## config.mk

```make
export PLATFORM = sky130hd
export DESIGN_NAME = tagged_double_ended_queue
export DESIGN_NICKNAME = d
export VERILOG_FILES = /design/src/rtl/core/tdeq_pkg.sv /design/src/rtl/core/tdeq_ram.sv /design/src/rtl/core/tagged_double_ended_queue.sv
export SDC_FILE = /design/constraint.sdc
export NUM_CORES = 1
export LEC_CHECK = 0
export ABC_AREA = 1
export BUFFER_PORTS_ARGS = -buffer_cell sky130_fd_sc_hd__buf_2
export CAP_MARGIN = 20
export CORE_MARGIN = 4
export CORE_UTILIZATION = 67
export CTS_BUF_LIST = sky130_fd_sc_hd__clkbuf_4 sky130_fd_sc_hd__clkbuf_8
export DETAILED_ROUTE_END_ITERATION = 8
export GPL_TIMING_DRIVEN = 0
export PLACE_DENSITY = 0.85
export SKIP_CTS_REPAIR_TIMING = 1
export SLEW_MARGIN = 0
export SYNTH_ARGS = -nofsm -noshare
export SYNTH_HDL_FRONTEND = slang
export SYNTH_HIERARCHICAL = 1
export SYNTH_SLANG_ARGS = --single-unit
```

## constraint.sdc

```tcl
create_clock -name clk_i -period 12.4 [get_ports clk_i]
set_input_delay 2.48 -clock clk_i [delete_from_list [all_inputs] [get_ports clk_i]]
set_output_delay 2.48 -clock clk_i [all_outputs]
set_load 0.02 [all_outputs]
```

## src/rtl/core/tdeq_pkg.sv

```systemverilog
`timescale 1ns / 1ps
`default_nettype none

package tdeq_pkg;

  localparam int unsigned DEPTH_DEFAULT = 16;
  localparam int unsigned CMD_W         = 3;
  localparam int unsigned POS_W         = 4;
  localparam int unsigned BYTE_W        = 8;
  localparam int unsigned VAL_W         = 32;
  localparam int unsigned STATUS_W      = 2;
  // stored word: {tag, value}
  localparam int unsigned WORD_W        = VAL_W + 1;

  typedef enum logic [CMD_W-1:0] {
    CMD_PUSH_BACK  = 3'd0,
    CMD_PUSH_FRONT = 3'd1,
    CMD_POP_BACK   = 3'd2,
    CMD_POP_FRONT  = 3'd3,
    CMD_READ       = 3'd4,
    CMD_REMOVE     = 3'd5
  } cmd_e;

  typedef enum logic [STATUS_W-1:0] {
    ST_OK   = 2'd0,
    ST_MISS = 2'd1,
    ST_FULL = 2'd2
  } status_e;

  function automatic logic is_nan(input logic [VAL_W-1:0] b);
    return (b[30:23] == 8'hFF) && (b[22:0] != 23'd0);
  endfunction

  // IEEE equality: signed zeros match, NaN never does
  function automatic logic float_eq(input logic [VAL_W-1:0] a, input logic [VAL_W-1:0] b);
    logic [VAL_W-1:0] both;
    both = a | b;
    if (is_nan(a) || is_nan(b)) begin
      return 1'b0;
    end
    if (both[30:0] == 31'd0) begin
      return 1'b1;
    end
    return a == b;
  endfunction

endpackage

`default_nettype wire

```

## src/rtl/core/tdeq_ram.sv

```systemverilog
`timescale 1ns / 1ps
`default_nettype none

module tdeq_ram #(
  parameter int unsigned WIDTH = 33,
  parameter int unsigned DEPTH = 16
) (
  input  wire logic                     clk_i,
  input  wire logic                     we_i,
  input  wire logic [$clog2(DEPTH)-1:0] waddr_i,
  input  wire logic [WIDTH-1:0]         wdata_i,
  input  wire logic                     re_i,
  input  wire logic [$clog2(DEPTH)-1:0] raddr_i,
  output logic      [WIDTH-1:0]         rdata_o
);

  logic [WIDTH-1:0] mem [DEPTH];

  always_ff @(posedge clk_i) begin
    if (we_i) begin
      mem[waddr_i] <= wdata_i;
    end
    if (re_i) begin
      rdata_o <= mem[raddr_i];
    end
  end

endmodule

`default_nettype wire

```

## src/rtl/core/tagged_double_ended_queue.sv

```systemverilog
// Channel   Ports                                              Handshake
// -------   ------------------------------------------------   -------------------------------
// request   cmd_i, is_float_i, byte_value_i, float_bits_i,     taken when start && !busy
//           position_i
// result    status_o, out_is_float_o, out_byte_o,              one cycle, marked by done_o
//           out_float_bits_o, fill_count_o
//
// Every access goes through one single-port-read RAM whose read data is registered.
// Push, failed or unknown request: the result comes from S_DISPATCH; pop and read: from S_RD_WAIT.
// Remove: a miss scans every live entry; a hit shifts each later entry one slot toward the front.
// After reset the deque is empty; the RAM needs no clearing pass.
// busy rises the cycle after a request and drops in the cycle the result shows, so a new
// request may be taken alongside the strobe; the receiver cannot stall.
`timescale 1ns / 1ps
`default_nettype none

module tagged_double_ended_queue #(
  parameter int unsigned DEPTH = tdeq_pkg::DEPTH_DEFAULT
) (
  input  wire logic                           clk_i,
  input  wire logic                           rst_ni,
  input  wire logic                           start,
  output logic                                busy,
  input  wire logic [tdeq_pkg::CMD_W-1:0]     cmd_i,
  input  wire logic                           is_float_i,
  input  wire logic [tdeq_pkg::BYTE_W-1:0]    byte_value_i,
  input  wire logic [tdeq_pkg::VAL_W-1:0]     float_bits_i,
  input  wire logic [tdeq_pkg::POS_W-1:0]     position_i,
  output logic                                done_o,
  output logic [tdeq_pkg::STATUS_W-1:0]       status_o,
  output logic                                out_is_float_o,
  output logic [tdeq_pkg::BYTE_W-1:0]         out_byte_o,
  output logic [tdeq_pkg::VAL_W-1:0]          out_float_bits_o,
  output logic [$clog2(DEPTH+1)-1:0]          fill_count_o
);

  import tdeq_pkg::*;

  localparam int unsigned AW   = $clog2(DEPTH);
  localparam int unsigned CW   = $clog2(DEPTH + 1);
  localparam int unsigned CMPW = (CW > POS_W) ? CW : POS_W;

  typedef enum logic [2:0] {
    S_IDLE,
    S_DISPATCH,
    S_RD_WAIT,
    S_SCAN,
    S_SHIFT_RD,
    S_SHIFT_WR
  } state_e;

  state_e             state_q, state_d;
  cmd_e               cmd_q, cmd_d;
  logic               tag_q, tag_d;
  logic [VAL_W-1:0]   val_q, val_d;
  logic [POS_W-1:0]   pos_q, pos_d;
  logic [AW-1:0]      head_q, head_d;
  logic [CW-1:0]      count_q, count_d;
  logic [CW-1:0]      idx_q, idx_d;
  logic [CW-1:0]      pend_idx_q, pend_idx_d;
  logic               pend_q, pend_d;
  logic [CW-1:0]      j_q, j_d;
  logic               done_q, done_d;
  status_e            status_q, status_d;
  logic               otag_q, otag_d;
  logic [BYTE_W-1:0]  obyte_q, obyte_d;
  logic [VAL_W-1:0]   ofloat_q, ofloat_d;

  logic               ram_we, ram_re;
  logic [AW-1:0]      ram_waddr, ram_raddr;
  logic [WORD_W-1:0]  ram_wdata, ram_rdata;

  logic [AW-1:0]      head_inc, head_dec;
  logic [CMPW-1:0]    pos_ext, cnt_ext;
  logic [CW-1:0]      j_inc;
  logic               full, empty, hit;

  function automatic logic [AW-1:0] slot_of(input logic [AW-1:0] head,
                                            input logic [CW-1:0] lg);
    logic [CW:0] sum;
    sum = (CW+1)'(head) + {1'b0, lg};
    if (sum >= (CW+1)'(DEPTH)) begin
      sum = sum - (CW+1)'(DEPTH);
    end
    return sum[AW-1:0];
  endfunction

  tdeq_ram #(
    .WIDTH (WORD_W),
    .DEPTH (DEPTH)
  ) u_ram (
    .clk_i   (clk_i),
    .we_i    (ram_we),
    .waddr_i (ram_waddr),
    .wdata_i (ram_wdata),
    .re_i    (ram_re),
    .raddr_i (ram_raddr),
    .rdata_o (ram_rdata)
  );

  assign head_inc = (head_q == AW'(DEPTH - 1)) ? '0 : head_q + AW'(1);
  assign head_dec = (head_q == '0) ? AW'(DEPTH - 1) : head_q - AW'(1);
  assign pos_ext  = CMPW'(pos_q);
  assign cnt_ext  = CMPW'(count_q);
  assign j_inc    = j_q + CW'(1);
  assign full     = (count_q == CW'(DEPTH));
  assign empty    = (count_q == '0);

  // compare the word read in the previous scan cycle
  assign hit = pend_q && (ram_rdata[VAL_W] == tag_q) &&
               (tag_q ? float_eq(ram_rdata[VAL_W-1:0], val_q)
                      : (ram_rdata[BYTE_W-1:0] == val_q[BYTE_W-1:0]));

  always_comb begin
    state_d    = state_q;
    cmd_d      = cmd_q;
    tag_d      = tag_q;
    val_d      = val_q;
    pos_d      = pos_q;
    head_d     = head_q;
    count_d    = count_q;
    idx_d      = idx_q;
    pend_idx_d = pend_idx_q;
    pend_d     = pend_q;
    j_d        = j_q;
    done_d     = 1'b0;
    status_d   = status_q;
    otag_d     = otag_q;
    obyte_d    = obyte_q;
    ofloat_d   = ofloat_q;
    ram_we     = 1'b0;
    ram_waddr  = '0;
    ram_wdata  = {tag_q, val_q};
    ram_re     = 1'b0;
    ram_raddr  = '0;

    case (state_q)
      S_IDLE: begin
        if (start) begin
          cmd_d   = cmd_e'(cmd_i);
          tag_d   = is_float_i;
          val_d   = is_float_i ? float_bits_i : VAL_W'(byte_value_i);
          pos_d   = position_i;
          state_d = S_DISPATCH;
        end
      end

      S_DISPATCH: begin
        // default outcome: finish now with an empty entry
        done_d   = 1'b1;
        status_d = ST_OK;
        otag_d   = 1'b0;
        obyte_d  = '0;
        ofloat_d = '0;
        state_d  = S_IDLE;
        case (cmd_q)
          CMD_PUSH_BACK: begin
            if (full) begin
              status_d = ST_FULL;
            end else begin
              ram_we    = 1'b1;
              ram_waddr = slot_of(head_q, count_q);
              count_d   = count_q + CW'(1);
            end
          end
          CMD_PUSH_FRONT: begin
            if (full) begin
              status_d = ST_FULL;
            end else begin
              ram_we    = 1'b1;
              ram_waddr = head_dec;
              head_d    = head_dec;
              count_d   = count_q + CW'(1);
            end
          end
          CMD_POP_BACK: begin
            if (empty) begin
              status_d = ST_MISS;
            end else begin
              ram_re    = 1'b1;
              ram_raddr = slot_of(head_q, count_q - CW'(1));
              done_d    = 1'b0;
              state_d   = S_RD_WAIT;
            end
          end
          CMD_POP_FRONT: begin
            if (empty) begin
              status_d = ST_MISS;
            end else begin
              ram_re    = 1'b1;
              ram_raddr = head_q;
              done_d    = 1'b0;
              state_d   = S_RD_WAIT;
            end
          end
          CMD_READ: begin
            if (pos_ext >= cnt_ext) begin
              status_d = ST_MISS;
            end else begin
              ram_re    = 1'b1;
              ram_raddr = slot_of(head_q, pos_ext[CW-1:0]);
              done_d    = 1'b0;
              state_d   = S_RD_WAIT;
            end
          end
          CMD_REMOVE: begin
            idx_d   = '0;
            pend_d  = 1'b0;
            done_d  = 1'b0;
            state_d = S_SCAN;
          end
          default: begin
            status_d = ST_MISS;
          end
        endcase
      end

      S_RD_WAIT: begin
        done_d   = 1'b1;
        status_d = ST_OK;
        otag_d   = ram_rdata[VAL_W];
        obyte_d  = ram_rdata[VAL_W] ? '0 : ram_rdata[BYTE_W-1:0];
        ofloat_d = ram_rdata[VAL_W] ? ram_rdata[VAL_W-1:0] : '0;
        state_d  = S_IDLE;
        if (cmd_q == CMD_POP_BACK) begin
          count_d = count_q - CW'(1);
        end else if (cmd_q == CMD_POP_FRONT) begin
          head_d  = head_inc;
          count_d = count_q - CW'(1);
        end
      end

      S_SCAN: begin
        if (hit) begin
          j_d     = pend_idx_q;
          pend_d  = 1'b0;
          state_d = S_SHIFT_RD;
        end else if (idx_q == count_q) begin
          // every live entry compared, none matched
          pend_d   = 1'b0;
          done_d   = 1'b1;
          status_d = ST_MISS;
          state_d  = S_IDLE;
        end else begin
          ram_re     = 1'b1;
          ram_raddr  = slot_of(head_q, idx_q);
          pend_d     = 1'b1;
          pend_idx_d = idx_q;
          idx_d      = idx_q + CW'(1);
        end
      end

      S_SHIFT_RD: begin
        if (j_inc >= count_q) begin
          count_d  = count_q - CW'(1);
          done_d   = 1'b1;
          status_d = ST_OK;
          state_d  = S_IDLE;
        end else begin
          ram_re    = 1'b1;
          ram_raddr = slot_of(head_q, j_inc);
          state_d   = S_SHIFT_WR;
        end
      end

      S_SHIFT_WR: begin
        // move the later entry one slot toward the front
        ram_we    = 1'b1;
        ram_waddr = slot_of(head_q, j_q);
        ram_wdata = ram_rdata;
        j_d       = j_inc;
        state_d   = S_SHIFT_RD;
      end

      default: begin
        state_d = S_IDLE;
      end
    endcase
  end

  always_ff @(posedge clk_i or negedge rst_ni) begin
    if (!rst_ni) begin
      state_q    <= S_IDLE;
      cmd_q      <= CMD_PUSH_BACK;
      tag_q      <= 1'b0;
      val_q      <= '0;
      pos_q      <= '0;
      head_q     <= '0;
      count_q    <= '0;
      idx_q      <= '0;
      pend_idx_q <= '0;
      pend_q     <= 1'b0;
      j_q        <= '0;
      done_q     <= 1'b0;
      status_q   <= ST_OK;
      otag_q     <= 1'b0;
      obyte_q    <= '0;
      ofloat_q   <= '0;
    end else begin
      state_q    <= state_d;
      cmd_q      <= cmd_d;
      tag_q      <= tag_d;
      val_q      <= val_d;
      pos_q      <= pos_d;
      head_q     <= head_d;
      count_q    <= count_d;
      idx_q      <= idx_d;
      pend_idx_q <= pend_idx_d;
      pend_q     <= pend_d;
      j_q        <= j_d;
      done_q     <= done_d;
      status_q   <= status_d;
      otag_q     <= otag_d;
      obyte_q    <= obyte_d;
      ofloat_q   <= ofloat_d;
    end
  end

  assign busy             = (state_q != S_IDLE);
  assign done_o           = done_q;
  assign status_o         = status_q;
  assign out_is_float_o   = otag_q;
  assign out_byte_o       = obyte_q;
  assign out_float_bits_o = ofloat_q;
  assign fill_count_o     = count_q;

endmodule

`default_nettype wire

```

==> metrics.md <==
| Metric | Value |
|---|---|
| Min Hold Slack | 0.471 ns |
| Clk_skew | 0.0495 ns |
| Buffers on Ports | 99 |
| Core area | 45700 um^2 |
| Reg2Reg Setup Slack | 7.39 ns |
| CP max stage delay | 0.91 ns |
| Final slew viol count | 0 |
| Die X | 224 um |
| DP Worst Slack | 7.75 ns |
| Die H | 224 um |
| Syn Area/Cell | 9.75 um^2 |
| CP top delay family | buffers and inverters |
| Residual DRC | 0 |
| Vias post-DR | 24756 |
| Worst r2r src | j_q[0]$_DFFE_PN0P_ |
| Placed cell area | 33200 um^2 |
| DRT iter0 DRCs | 3817 |
| Crit path cell chain | ha_1, xor2_1, ha_1, a21oi_1, o21a_1, nand3b_1, nor2_2, nand2_1, a21boi_0, o21ai_1, buf_2, buf_1, nand3_1, nand3_1, nand2_1 |
| RSZ-0062 raised after global routing | no |
| Synth cell types | 41 |
| Endpoints failing setup | 0 |
| Die Area | 50000 um^2 |
| Synth Warn # | 6 |
| Row count | 78 |
| Fraction of layout cells with a size suffix above 1 | 12.5% |
| CTS Buf Count | 105 |
| Static Leakage | 15.9 nW |
| Commonest cells after routing, fill and taps aside | nand2_1 (915), edfxtp_1 (561), inv_1 (524), nand3_1 (516), buf_2 (183) |
| First-pass GRT wire length | 137 mm |
| WHS Path Cells | 2 |
| Reg2Reg Capture Point | u_ram/rdata_o[11]$_DFFE_PP_ |
| Critical Path Fanout Max | 10 |
| GRT Overall Usage | 36.3% |
| Net Count, Synth | 3320 |
| WHS Endpoint | status_o[0]$_DFFE_PN0P_ |
| Largest net degree at the start of global routing | 73 |
| Fin worst setup slack | 7.39 ns |
| Root Driver | clkbuf_8 |
| CTS tree | done |
| Initial antenna violation count | 4 |
| GRT overflow | 0 |
| Routed WL | 91.6 mm |
| Starting Density | 68.2% |
| WP buf/inv | 2 |
| DR pass1 iterations | 6 |
| Crit path DAT | 5.44 ns |
| Fin area | 35300 um^2 |
| Status | finished clean |
| Commonest non-fill, non-tap cell in the layout | nand2_1 |
| CP max stage cell | buf_1 |
| Clock Pin Slew Worst Setup and Hold Paths | 0.06 ns |
| CP Data Required Time | 12.82 ns |
| Max Cap Viol | 0 |
| Post-route antenna net violation count | 0 |
| FF-to-FF path depth | 15 |
| Final design utilization | 77.2% |
| Worst hold start | status_o[0]$_DFFE_PN0P_ |
| Setup TNS | 0 ns |
| Setup crit end kind | flip-flop |
| Wire length per cell | 22.1 um |
| Hold crit path type | reg -> reg |
| H-tree Lvls | 3 |
| Worst vdd ir | 0.211 mV |
| Dpl hpwl | 62.9 mm |
| Cells after synthesis | 3197 |
| Worst-Margin Slew | 1.19 ns |
| Top-level I/O count | 101 |
| Clk Latency, worst-skew pair | 0.73 ns |
| Nets | 3576 |
| Final hold vios | 0 |
| Max Clock Freq | 199 MHz |
| Synthesized area | 31200 um^2 |
| Pwr Density | 254 nW/um^2 |
| CP Class | reg -> reg |
| FILL cells | 2871 |
| Routability-driven placement congestion ratio | 0.931 |
| Tcrit/Tclk final | 40.4% |
| Clk buf depth | 3 |
| Startpoint Class | flip-flop |
| Vias per cell | 5.99 |
| #FFs+latches synth | 673 |
| Seq/Total Area, Yosys | 63.1% |
| Clk sinks | 673 |
| Async SR Flop Fraction | 16.6% |
| Final worst path period need | 5.01 ns |
| Vias in the first global route | 24731 |
| Post-synth EDFFs | 561 |
| Synth-to-Final Area Change | 13.2% |
| Post-synth top flop | edfxtp_1 |
| Slew headroom | 20.9% |
==> worst min-delay path: cells and delay by family, from the launching register on <==
family        cells  cell delay, ns
flops             1            0.34
simple gates      2            0.10
==> layout make-up <==
cell class                      instances  area [um^2]  share of cell area [%]
Antenna cell                            1         2.50                 0.00710
Multi-Input combinational cell       1843         8930                    25.3
Buffer                                149          708                    2.01
Sequential cell                       673        19600                    55.7
Inverter                              532         2000                    5.66
Tap cell                              600          751                    2.13
Clock inverter                         57          418                    1.18
Clock buffer                          131         1670                    4.72
Timing Repair Buffer                  149         1150                    3.26
==> report_power, final <==
part           leakage, nW  internal [W]  total [W]  switching [W]
sequential            6.61       0.00306    0.00326       0.000195
combinational         8.15       0.00102    0.00383        0.00281
clock                 1.10      0.000990    0.00187       0.000884
total                 15.9       0.00508    0.00896        0.00389
==> synth_stat cells (all sizes together), types with 14 or more instances <==
master	n	area, um^2
a21oi	14	73.8
dfrtp	112	2800
edfxtp	561	16800
buf	117	587
xnor2	15	131
nor2	96	368
clkbuf	32	121
inv	532	2000
ha	66	826
nand2	920	3480
nand3	518	2600
xor2	16	140
o21ai	141	724
==> how the worst max path moves through the flow <==
stage | startpoint | end | slack (ns) | depth (start not counted)
after detailed placement | j_q[0]$_DFFE_PN0P_ | u_ram/rdata_o[11]$_DFFE_PP_ | 7.75 | 15
after global placement | head_q[1]$_DFFE_PN0P_ | u_ram/mem[2][6]$_DFFE_PP_ | 6.36 | 9
after CTS | j_q[0]$_DFFE_PN0P_ | u_ram/rdata_o[11]$_DFFE_PP_ | 7.73 | 15
after floorplan | head_q[1]$_DFFE_PN0P_ | u_ram/mem[0][0]$_DFFE_PP_ | 8.52 | 7
after global routing | j_q[0]$_DFFE_PN0P_ | u_ram/rdata_o[11]$_DFFE_PP_ | 7.39 | 16
final | j_q[0]$_DFFE_PN0P_ | u_ram/rdata_o[11]$_DFFE_PP_ | 7.39 | 15
==> cells by family after synthesis <==
kind of cell               Yosys count  share of synthesized area (%)
AOI/OAI and AO/OA                  182                           3.20
xor gates and xnor gates            31                          0.871
adders and majority gates           72                           3.04
buffers and inverters              681                           8.68
DFF                                673                           63.1
and+or+nand+nor                   1558                           21.1
==> flip-flops by register name, indices dropped and copies added (netlist names) <==
name	count
head_q	4
idx_q	5
cmd_q	3
j_q	5
fill_count_o	5
pend_q	1
val_q	32
done_o	1
status_o	2
u_ram/mem	528
out_byte_o	8
u_ram/rdata_o	33
state_q	3
pos_q	4
pend_idx_q	5
out_float_bits_o	32
tag_q	1
out_is_float_o	1
==> stage by stage <==
step,std cells,power [W]
after floorplan,3197,0.00541
after global placement,3896,0.00666
after detailed placement,3946,0.00690
after CTS,4134,0.00878
after global routing,4135,0.00933
final,4135,0.00896
==> layer usage <==
metal	part of all wire, %	track usage (%)
met2	46	57.3
met4	5.4	18.3
met5	0.033	0
met3	15	9.21
met1	34	47.3
Power figures use the tool's default switching activity.
